==> config.mk <==
export PLATFORM = sky130hd
export DESIGN_NAME = sfwt_ctrl
export DESIGN_NICKNAME = d
export VERILOG_FILES = /design/src/sv/sfwt_pkg.sv /design/src/sv/sfwt_ctrl.sv
export SDC_FILE = /design/constraint.sdc
export NUM_CORES = 1
export LEC_CHECK = 0
export ABC_CLOCK_PERIOD_IN_PS = 1470
export BUFFER_PORTS_ARGS = -buffer_cell sky130_fd_sc_hd__buf_2
export CELL_PAD_IN_SITES_DETAIL_PLACEMENT = 1
export CELL_PAD_IN_SITES_GLOBAL_PLACEMENT = 2
export CORE_AREA = 3 3 40 42
export CTS_BUF_LIST = sky130_fd_sc_hd__clkbuf_4
export CTS_CLUSTER_SIZE = 10
export DETAILED_ROUTE_END_ITERATION = 10
export DIE_AREA = 0 0 43 45
export PLACE_DENSITY_LB_ADDON = 0.05
export SYNTH_ARGS = -nofsm -noshare
export SYNTH_HDL_FRONTEND = slang
export SYNTH_SLANG_ARGS = --single-unit
==> constraint.sdc <==
create_clock -name clk -period 1.47 [get_ports clk]
set_clock_uncertainty 0.1 [all_clocks]
set_input_delay 0.2205 -clock clk [delete_from_list [all_inputs] [get_ports clk]]
set_output_delay 0.2205 -clock clk [all_outputs]
set_load 0.01 [all_outputs]
==> src/sv/sfwt_pkg.sv <==
package sfwt_pkg;

  // Port widths fixed by the interface
  localparam int OPCODE_W     = 3;
  localparam int VALUE_PORT_W = 64;
  localparam int POS_W        = 8;
  localparam int OCC_W        = 9;

  // Operation codes
  typedef enum logic [OPCODE_W-1:0] {
    OP_ENQ      = 3'd0,
    OP_DEQ      = 3'd1,
    OP_SEARCH   = 3'd2,
    OP_RM_FIRST = 3'd3,
    OP_RM_ALL   = 3'd4,
    OP_PEEK     = 3'd5,
    OP_POP      = 3'd6
  } op_t;

  // Controller states
  typedef enum logic [1:0] {
    ST_IDLE,
    ST_SETUP,
    ST_SCAN,
    ST_EMIT
  } state_t;

  // Commands from controller to datapath
  typedef struct packed {
    logic load;
    logic setup;
    logic step;
    logic emit;
  } cmd_t;

  // Status from datapath to controller
  typedef struct packed {
    logic scan_done;
    logic out_free;
  } sts_t;

endpackage

==> src/sv/sfwt_ctrl.sv <==
module sfwt_ctrl (
  input  logic          clk,
  input  logic          rst_n,
  input  logic          in_valid,
  output logic          in_ready,
  input  sfwt_pkg::sts_t sts,
  output sfwt_pkg::cmd_t cmd
);
  import sfwt_pkg::*;

  state_t state_r;
  state_t state_nxt;

  // State register
  always_ff @(posedge clk) begin
    if (!rst_n) begin
      state_r <= ST_IDLE;
    end else begin
      state_r <= state_nxt;
    end
  end

  // Sequence one operation: take the beat, set up, scan, hand off the result
  always_comb begin
    state_nxt = state_r;
    cmd       = '0;
    in_ready  = 1'b0;
    unique case (state_r)
      ST_IDLE: begin
        in_ready = 1'b1;
        if (in_valid) begin
          cmd.load  = 1'b1;
          state_nxt = ST_SETUP;
        end
      end
      ST_SETUP: begin
        cmd.setup = 1'b1;
        state_nxt = ST_SCAN;
      end
      ST_SCAN: begin
        cmd.step = 1'b1;
        if (sts.scan_done) begin
          state_nxt = ST_EMIT;
        end
      end
      ST_EMIT: begin
        if (sts.out_free) begin
          cmd.emit  = 1'b1;
          state_nxt = ST_IDLE;
        end
      end
      default: begin
        state_nxt = ST_IDLE;
      end
    endcase
  end

endmodule

==> results of run 1 <==
critical path, delay by kind of cell, from the launching register on:
family	cells	cell delay (ns)
AOI/OAI and AO/OA	1	0.35
DFF	1	0.32
buffers and inverters	2	0.32
muxes	1	0.17
adders and majority gates	1	0.14
where the power goes:
part           switching (mW)  internal, mW  total, mW
Clock                  0.0285        0.0898      0.118
Sequential             0.0253        0.0875      0.113
Combinational           0.217         0.257      0.474
cell usage in the layout (no fill, tap or decap):
| cell | n |
|---|---|
| dfxtp_2 | 2 |
| inv_2 | 2 |
| ha_4 | 3 |
| o21ai_0 | 1 |
| and2_2 | 1 |
| ha_1 | 1 |
| buf_4 | 4 |
| buf_6 | 2 |
| clkbuf_4 | 3 |
| inv_1 | 3 |
| mux2i_1 | 2 |
| a222oi_1 | 1 |
| nand2_1 | 3 |
| buf_2 | 9 |
| and2_1 | 1 |
worst paths after layout:
kind                                         startpoint                      end
worst max-delay path            state_r[1]$_SDFFE_PN0P_  state_r[0]$_SDFFE_PN0P_
worst min-delay path                              rst_n  state_r[1]$_SDFFE_PN0P_
worst max register to register  state_r[1]$_SDFFE_PN0P_  state_r[0]$_SDFFE_PN0P_
worst min register to register  state_r[1]$_SDFFE_PN0P_  state_r[1]$_SDFFE_PN0P_
synth_stat cells:
| master | instances |
|---|---|
| o21ai_0 | 1 |
| a222oi_1 | 1 |
| ha_1 | 4 |
| and2_1 | 1 |
| and2_2 | 1 |
| dfxtp_1 | 2 |
| inv_1 | 5 |
| mux2i_1 | 2 |
| nand2_1 | 3 |
area by class of cell:
| type | instances | area, um2 |
|---|---|---|
| clock buffer | 3 | 22.52 |
| fill | 151 | 937.1 |
| inverter | 5 | 18.77 |
| multi-input combinational | 13 | 147.6 |
| sequential | 2 | 42.54 |
| tap | 15 | 18.77 |
| timing repair buffer | 15 | 97.59 |
kinds of logic (layout without fill, tap and decap cells):
family	Yosys count	count (layout)	synth area share [%]
multiplexers	2	2	11.85
flip-flops	2	2	23.70
adder cells (fa/ha/maj)	4	4	29.63
AO/OA/AOI/OAI	2	2	8.886
AND/OR/NAND/NOR	5	5	14.82
buffers and inverters	5	23	11.11
through the flow:
stage               setup WS, ns  area, um2  std cells
floorplan               0.003562      168.9         20
global placement        -0.03219      262.8         48
detailed placement       0.03634      262.8         48
CTS                    -0.003092      327.8         53
global route            -0.08541      347.8         53
finish                 -0.005107      347.8         53
routing by layer:
metal | vias up | GRT usage (%) | share of wire (%)
li1 | 103 | - | -
met1 | 85 | 6.475 | 42
met2 | 9 | 10.48 | 48
met3 | 0 | 1.195 | 9.7
met4 | 0 | 5.422 | 0
met5 | - | 0 | 0
repair_timing:
| action | 4_1_cts | 5_1_grt |
|---|---|---|
| pin swaps | 2 | 1 |
| resized for setup | 8 | 4 |
| buffers inserted | 2 | 0 |
| setup endpoints to repair | 2 | 5 |
==> out/results.md, run 1 <==
| Result | Reported |
|---|---|
| Average via count per standard cell | 3.717 |
| Initial Util | 13.15% |
| Biggest register | state_r |
| Chain of cells forming the critical path | buf_6, ha_4, a222oi_1, buf_4, mux2i_1 |
| Number of DRC markers in iteration 0 | 5 |
| Final Slew Violations | 0 |
| Die span in x | 43 um |
| Slew at the pin closest to its max-slew limit | 0.3018 ns |
| Power density of the placed cells | 2026 nW/um2 |
| Growth of design area from synthesis to finish | 105.9% |
| Total power of the final layout | 0.7049 mW |
| Slowest stage cell, crit path | a222oi_1 |
| Max-slew headroom | 79.88% |
| Number of core rows | 13 |
| Worst Setup Start Kind | flip-flop |
| Cell taking the most area after synthesis | ha_1 |
| Number of primary I/O pins | 10 |
| Largest register FFs | 2 |
| Pin count of the biggest net entering global routing | 5 |
| Total number of H-tree levels | 1 |
| # hold bufs at CTS | 0 |
| Final Hold Vio Count | 0 |
| Crit-path max cell delay | 0.35 ns |
| Total global routing track utilization | 6.151% |
| HPWL Detailed | 412.5 um |
| Total core area | 1285 um2 |
| Post-Syn Nets | 29 |
| Static leakage power | 0.1815 nW |
| Unrepaired setup endpoints after global routing | true |
| CP Data Required Time | 1.51 ns |
| Worst vdd rail ir drop | 0.0005464 V |
| Full die area | 1935 um2 |
| DIE HEIGHT | 45 um |
| Average routed wire per standard cell | 10.45 um |
| Highest attainable clock frequency | 677.9 MHz |
| Part of the Yosys area used for sequential elements | 23.70% |
| Synthesized area per cell | 8.446 um2 |
| Top Registers | state_r: 2 flops |
| Clk sinks | 2 |
| Final weighted congestion of routability-driven global placement | 0.7244 |
| Clk buf depth | 2 |
| Fraction of final layout cells with drive strength greater than 1 | 68.42% |
| Kind of end point of the critical path | flip-flop |
| TritonCTS clock tree | yes |
| Ant diodes | 0 |
| Result of the run | complete, but fails checks |
| Crit share post-route | 100.3% |
| Number of buffers created by CTS | 3 |
| Failing checks | negative setup slack |
| Library cells used by synthesis | 9 |
| DRC violations left | 0 |
| Class of the worst hold path | in2reg |
| Residual antenna-violating net count after detailed routing | 0 |
| Number of search-and-repair iterations in the first detailed-routing pass | 4 |
| Total congestion overflow after global routing | 0 |
| Clock tree root buffer cell | clkbuf_4 |
| Most area-consuming cells after synthesis | ha_1 (30%), dfxtp_1 (24%), mux2i_1 (12%), inv_1 (11%), nand2_1 (6.7%) |
| Clock-pin transition on the worst setup and hold timing paths | 0.03 ns |
| Worst reg-to-reg setup slack | -0.005 ns |
| Total detailed-routing wirelength | 554 um |
| Hold path depth | 3 |
| Final Critical Period | 1.475 ns |
| Largest fanout on the critical path | 3 |
| Max Cap Violations | 0 |
| Smallest setup slack after layout | -0.005107 ns |
| Clock latency on the worst-skew pair | 0.22 ns |
| Initial antenna violation count | 0 |
| Synthesis warning total | 0 |
| Count of final setup violators | 2 |
| Vias in the first global route | 228 |
| Critical setup path kind | reg2reg |
| Register bit total from synthesis | 2 |
| Count of buffers from port buffering | 9 |
| Depth of the worst register-to-register path | 5 |
| Cell area after technology mapping | 168.9 um2 |
| Via Count | 197 |
| Count of mapped cells out of synthesis | 20 |
| Portion of synthesized cell area occupied by the leading cell type | 29.63% |
| Fraction of the core area covered by cells at the end of the flow | 27.07% |
| Setup tns final | -0.009283 ns |
| Nets | 49 |
| Worst Hold Slack | 0.1870 ns |
| Arrival time at the worst endpoint | 1.52 ns |
| First-pass GRT wire length | 883 um |
Note: power is estimated with default switching activity, not from simulation.
==> run 2: changes to the inputs <==
==> constraint.sdc (replaced) <==
create_clock -name clk -period 1.47 [get_ports clk]
set_clock_uncertainty 0.1 [all_clocks]
set_input_delay 0.147 -clock clk [delete_from_list [all_inputs] [get_ports clk]]
set_output_delay 0.147 -clock clk [all_outputs]
set_load 0.01 [all_outputs]
==> run 2 against run 1 <==
Net effect: the flow now finishes without violations; core utilization down 1.2 points; sequential share of layout area is 2.1 points higher; clock-buffer cell count unchanged; combinational power decreased by 14%; critical path depth unchanged; final cell count is 1.9% lower; non-clock buffer count fell by 1; maximum frequency increased by 3.8%; die area did not move; setup slack better by 0.054 ns; total power down 4.7%; register-to-register slack better by 0.11 ns; largest cell class unchanged; largest power group unchanged.
==> out/results.md, run 2 (synthesis gave the netlist of run 1 again) <==
| Result | Reported | Change |
|---|---|---|
| Result of the run | complete, no violations |  |
| Fraction of final layout cells with drive strength greater than 1 | 67.57% | -0.85 points |
| Worst Hold Slack | 0.1072 ns | -0.07975 ns |
| Count of final setup violators | 0 | -2 |
| Clk buf depth | 2 | unchanged |
| Worst reg-to-reg setup slack | 0.10 ns | +0.11 ns |
| Initial Util | 13.15% | unchanged |
| Share of total power consumed by net switching | 38.16% | -0.26 points |
| TritonCTS clock tree | yes |  |
| Final weighted congestion of routability-driven global placement | 0.7244 | unchanged |
| Slew at the pin closest to its max-slew limit | 0.2726 ns | -0.02914 ns |
| Power density of the placed cells | 2018 nW/um2 | -0.42% |
| Final Hold Vio Count | 0 | unchanged |
| Growth of design area from synthesis to finish | 97.04% |  |
| Number of search-and-repair iterations in the first detailed-routing pass | 4 | unchanged |
| Full die area | 1935 um2 | unchanged |
| Total core area | 1285 um2 | unchanged |
| Max-slew headroom | 81.82% | +1.9 points |
| DRC violations left | 0 | unchanged |
| Number of DRC markers in iteration 0 | 5 | unchanged |
| DIE HEIGHT | 45 um | unchanged |
| CP Data Required Time | 1.22 ns | -0.29 ns |
| Total of fill cells in the finished design | 150 | -0.66% |
| Highest attainable clock frequency | 703.8 MHz | +3.8% |
| Relative contribution of sequential cells to total power | 21.5% | +5.5 points |
| Area post-placement | 262.8 um2 | unchanged |
| Nets | 48 | -2.0% |
| Power share of the combinational group | 60.6% | -6.6 points |
| Number of buffers created by CTS | 3 | unchanged |
| Post-layout instance count excluding filler cells | 52 | -1.9% |
| Vias in the first global route | 215 | -5.7% |
| Clock latency on the worst-skew pair | 0.22 ns | about the same |
| Pin count of the biggest net entering global routing | 5 | unchanged |
| Class of the worst hold path | in2reg |  |
| Initial antenna violation count | 0 | unchanged |
| Largest register FFs | 2 | unchanged |
| Total number of H-tree levels | 1 | unchanged |
| Total net switching power | 0.2563 mW | -5.4% |
| Top Registers | state_r: 2 flops |  |
| Area taken by flip-flops and latches | 47.55 um2 | +12% |
| Via Count | 197 | unchanged |
| Clock network fraction of total power | 17.9% | +1.1 points |
| Smallest setup slack after layout | 0.04922 ns | +0.05433 ns |
| Residual antenna-violating net count after detailed routing | 0 | unchanged |
| Critical setup path kind | reg2out |  |
| Final Slew Violations | 0 | unchanged |
| Number of cells after detailed placement | 48 | unchanged |
| Total detailed-routing wirelength | 513 um | -7.4% |
| Largest fanout on the critical path | 4 | +1 |
| Final Critical Period | 1.421 ns | -0.05433 ns |
| Worst vdd rail ir drop | 0.0005237 V | -4.2% |
| HPWL Detailed | 412.5 um | unchanged |
| Average via count per standard cell | 3.788 | +1.9% |
| Area occupied by multi-input gates | 137.6 um2 | -6.8% |
| # hold bufs at CTS | 0 | unchanged |
| Average routed wire per standard cell | 9.865 um | -5.6% |
| Die span in x | 43 um | unchanged |
| Ant diodes | 0 | unchanged |
| Number of primary I/O pins | 10 | unchanged |
| Setup slack at placement | 0.03634 ns | unchanged |
| Number of core rows | 13 | unchanged |
| Biggest register | state_r |  |
| First-pass GRT wire length | 834 um | -5.5% |
| Total congestion overflow after global routing | 0 | unchanged |
| Chain of cells forming the critical path | inv_4, ha_4, buf_4, and2_1, buf_2 |  |
| Clk sinks | 2 | unchanged |
| Buf/Inv on CP | 3 | +1 |
| Worst Setup Start Kind | flip-flop |  |
| Crit-path max cell delay | 0.38 ns | +0.03 ns |
| Static leakage power | 0.1758 nW | -3.1% |
| Arrival time at the worst endpoint | 1.17 ns | -0.35 ns |
| Max Cap Violations | 0 | unchanged |
| Most common cell after layout, fill and taps aside | buf_2 |  |
| Clock-pin transition on the worst setup and hold timing paths | 0.03 ns | about the same |
| Most frequent cells in the layout | buf_2 (9), buf_4 (5), nand2_1 (3), inv_1 (3), clkbuf_4 (3) |  |
| Total global routing track utilization | 5.819% | -0.33 points |
| Unrepaired setup endpoints after global routing | true |  |
| Count of buffers from port buffering | 9 | unchanged |
| Fraction of the core area covered by cells at the end of the flow | 25.90% | -1.2 points |
| Family of cells with the greatest summed delay on the critical path | flip-flops |  |
| Layout Cell Area excl Fill | 332.8 um2 | -4.3% |
| Internal portion of total power | 0.4153 mW | -4.3% |
| Crit share post-route | 96.65% | -3.7 points |
| Slowest stage cell, crit path | dfxtp_4 |  |
| Clock tree root buffer cell | clkbuf_4 |  |
| Kind of end point of the critical path | primary output |  |
-- run 2: cell types whose count changed in the layout (fill, tap and decap cells not counted), moves of 2 or more --
cell,before,now
inv_4,0,2
dfxtp_2,2,0
inv_2,2,0
dfxtp_4,0,2
buf_6,2,0
-- run 2: power by group through the flow --
stage | combinational [mW] | clock, mW | sequential, mW
6_report | 0.407 | 0.120 | 0.145
5_1_grt | 0.457 | 0.125 | 0.150
4_1_cts | 0.355 | 0.127 | 0.114
3_5_place_dp | 0.348 | 0 | 0.109
3_3_place_gp | 0.342 | 0 | 0.112
2_1_floorplan | 0.179 | 0 | 0.103
-- run 2: final cells by class --
type | count | share of cell area [%]
clock buffer | 3 | 6.767
inverter | 5 | 7.143
multi-input combinational | 13 | 41.35
sequential | 2 | 14.29
tap | 15 | 5.639
timing repair buffer | 14 | 24.81
-- run 2: per-layer routing --
| layer | track usage [%] | vias to the layer above | wire (um) |
|---|---|---|---|
| li1 | - | 103 | - |
| met1 | 6.475 | 85 | 225 |
| met2 | 9.281 | 9 | 235 |
| met3 | 1.195 | 0 | 52 |
| met4 | 5.422 | 0 | 0 |
| met5 | 0 | - | 0 |
-- run 2: worst paths after layout --
kind | start | to | cells past startpoint
setup reg to reg | state_r[0]$_SDFFE_PN0P_ | state_r[0]$_SDFFE_PN0P_ | 5
hold reg to reg | state_r[1]$_SDFFE_PN0P_ | state_r[1]$_SDFFE_PN0P_ | 2
hold / removal | rst_n | state_r[1]$_SDFFE_PN0P_ | 3
setup / recovery | state_r[1]$_SDFFE_PN0P_ | cmd[3] | 5
-- run 2: per-stage QoR --
step	power, mW	setup TNS [ns]
3_5_place_dp	0.4569	0
4_1_cts	0.5964	0
2_1_floorplan	0.2823	0
6_report	0.6716	0
5_1_grt	0.7317	-0.0006571
3_3_place_gp	0.4538	-0.03658
-- run 2: what timing repair did --
item / in CTS / in global routing
resized for setup: 3 / 10
buffers inserted: 0 / 1
endpoints found under the setup margin: 1 / 3
pin swaps: 0 / 2
-- run 2: tightest hold or removal path: stages --
cell	delay, ns
buf_2	0.12
nand2_1	0.06
mux2i_1	0.05
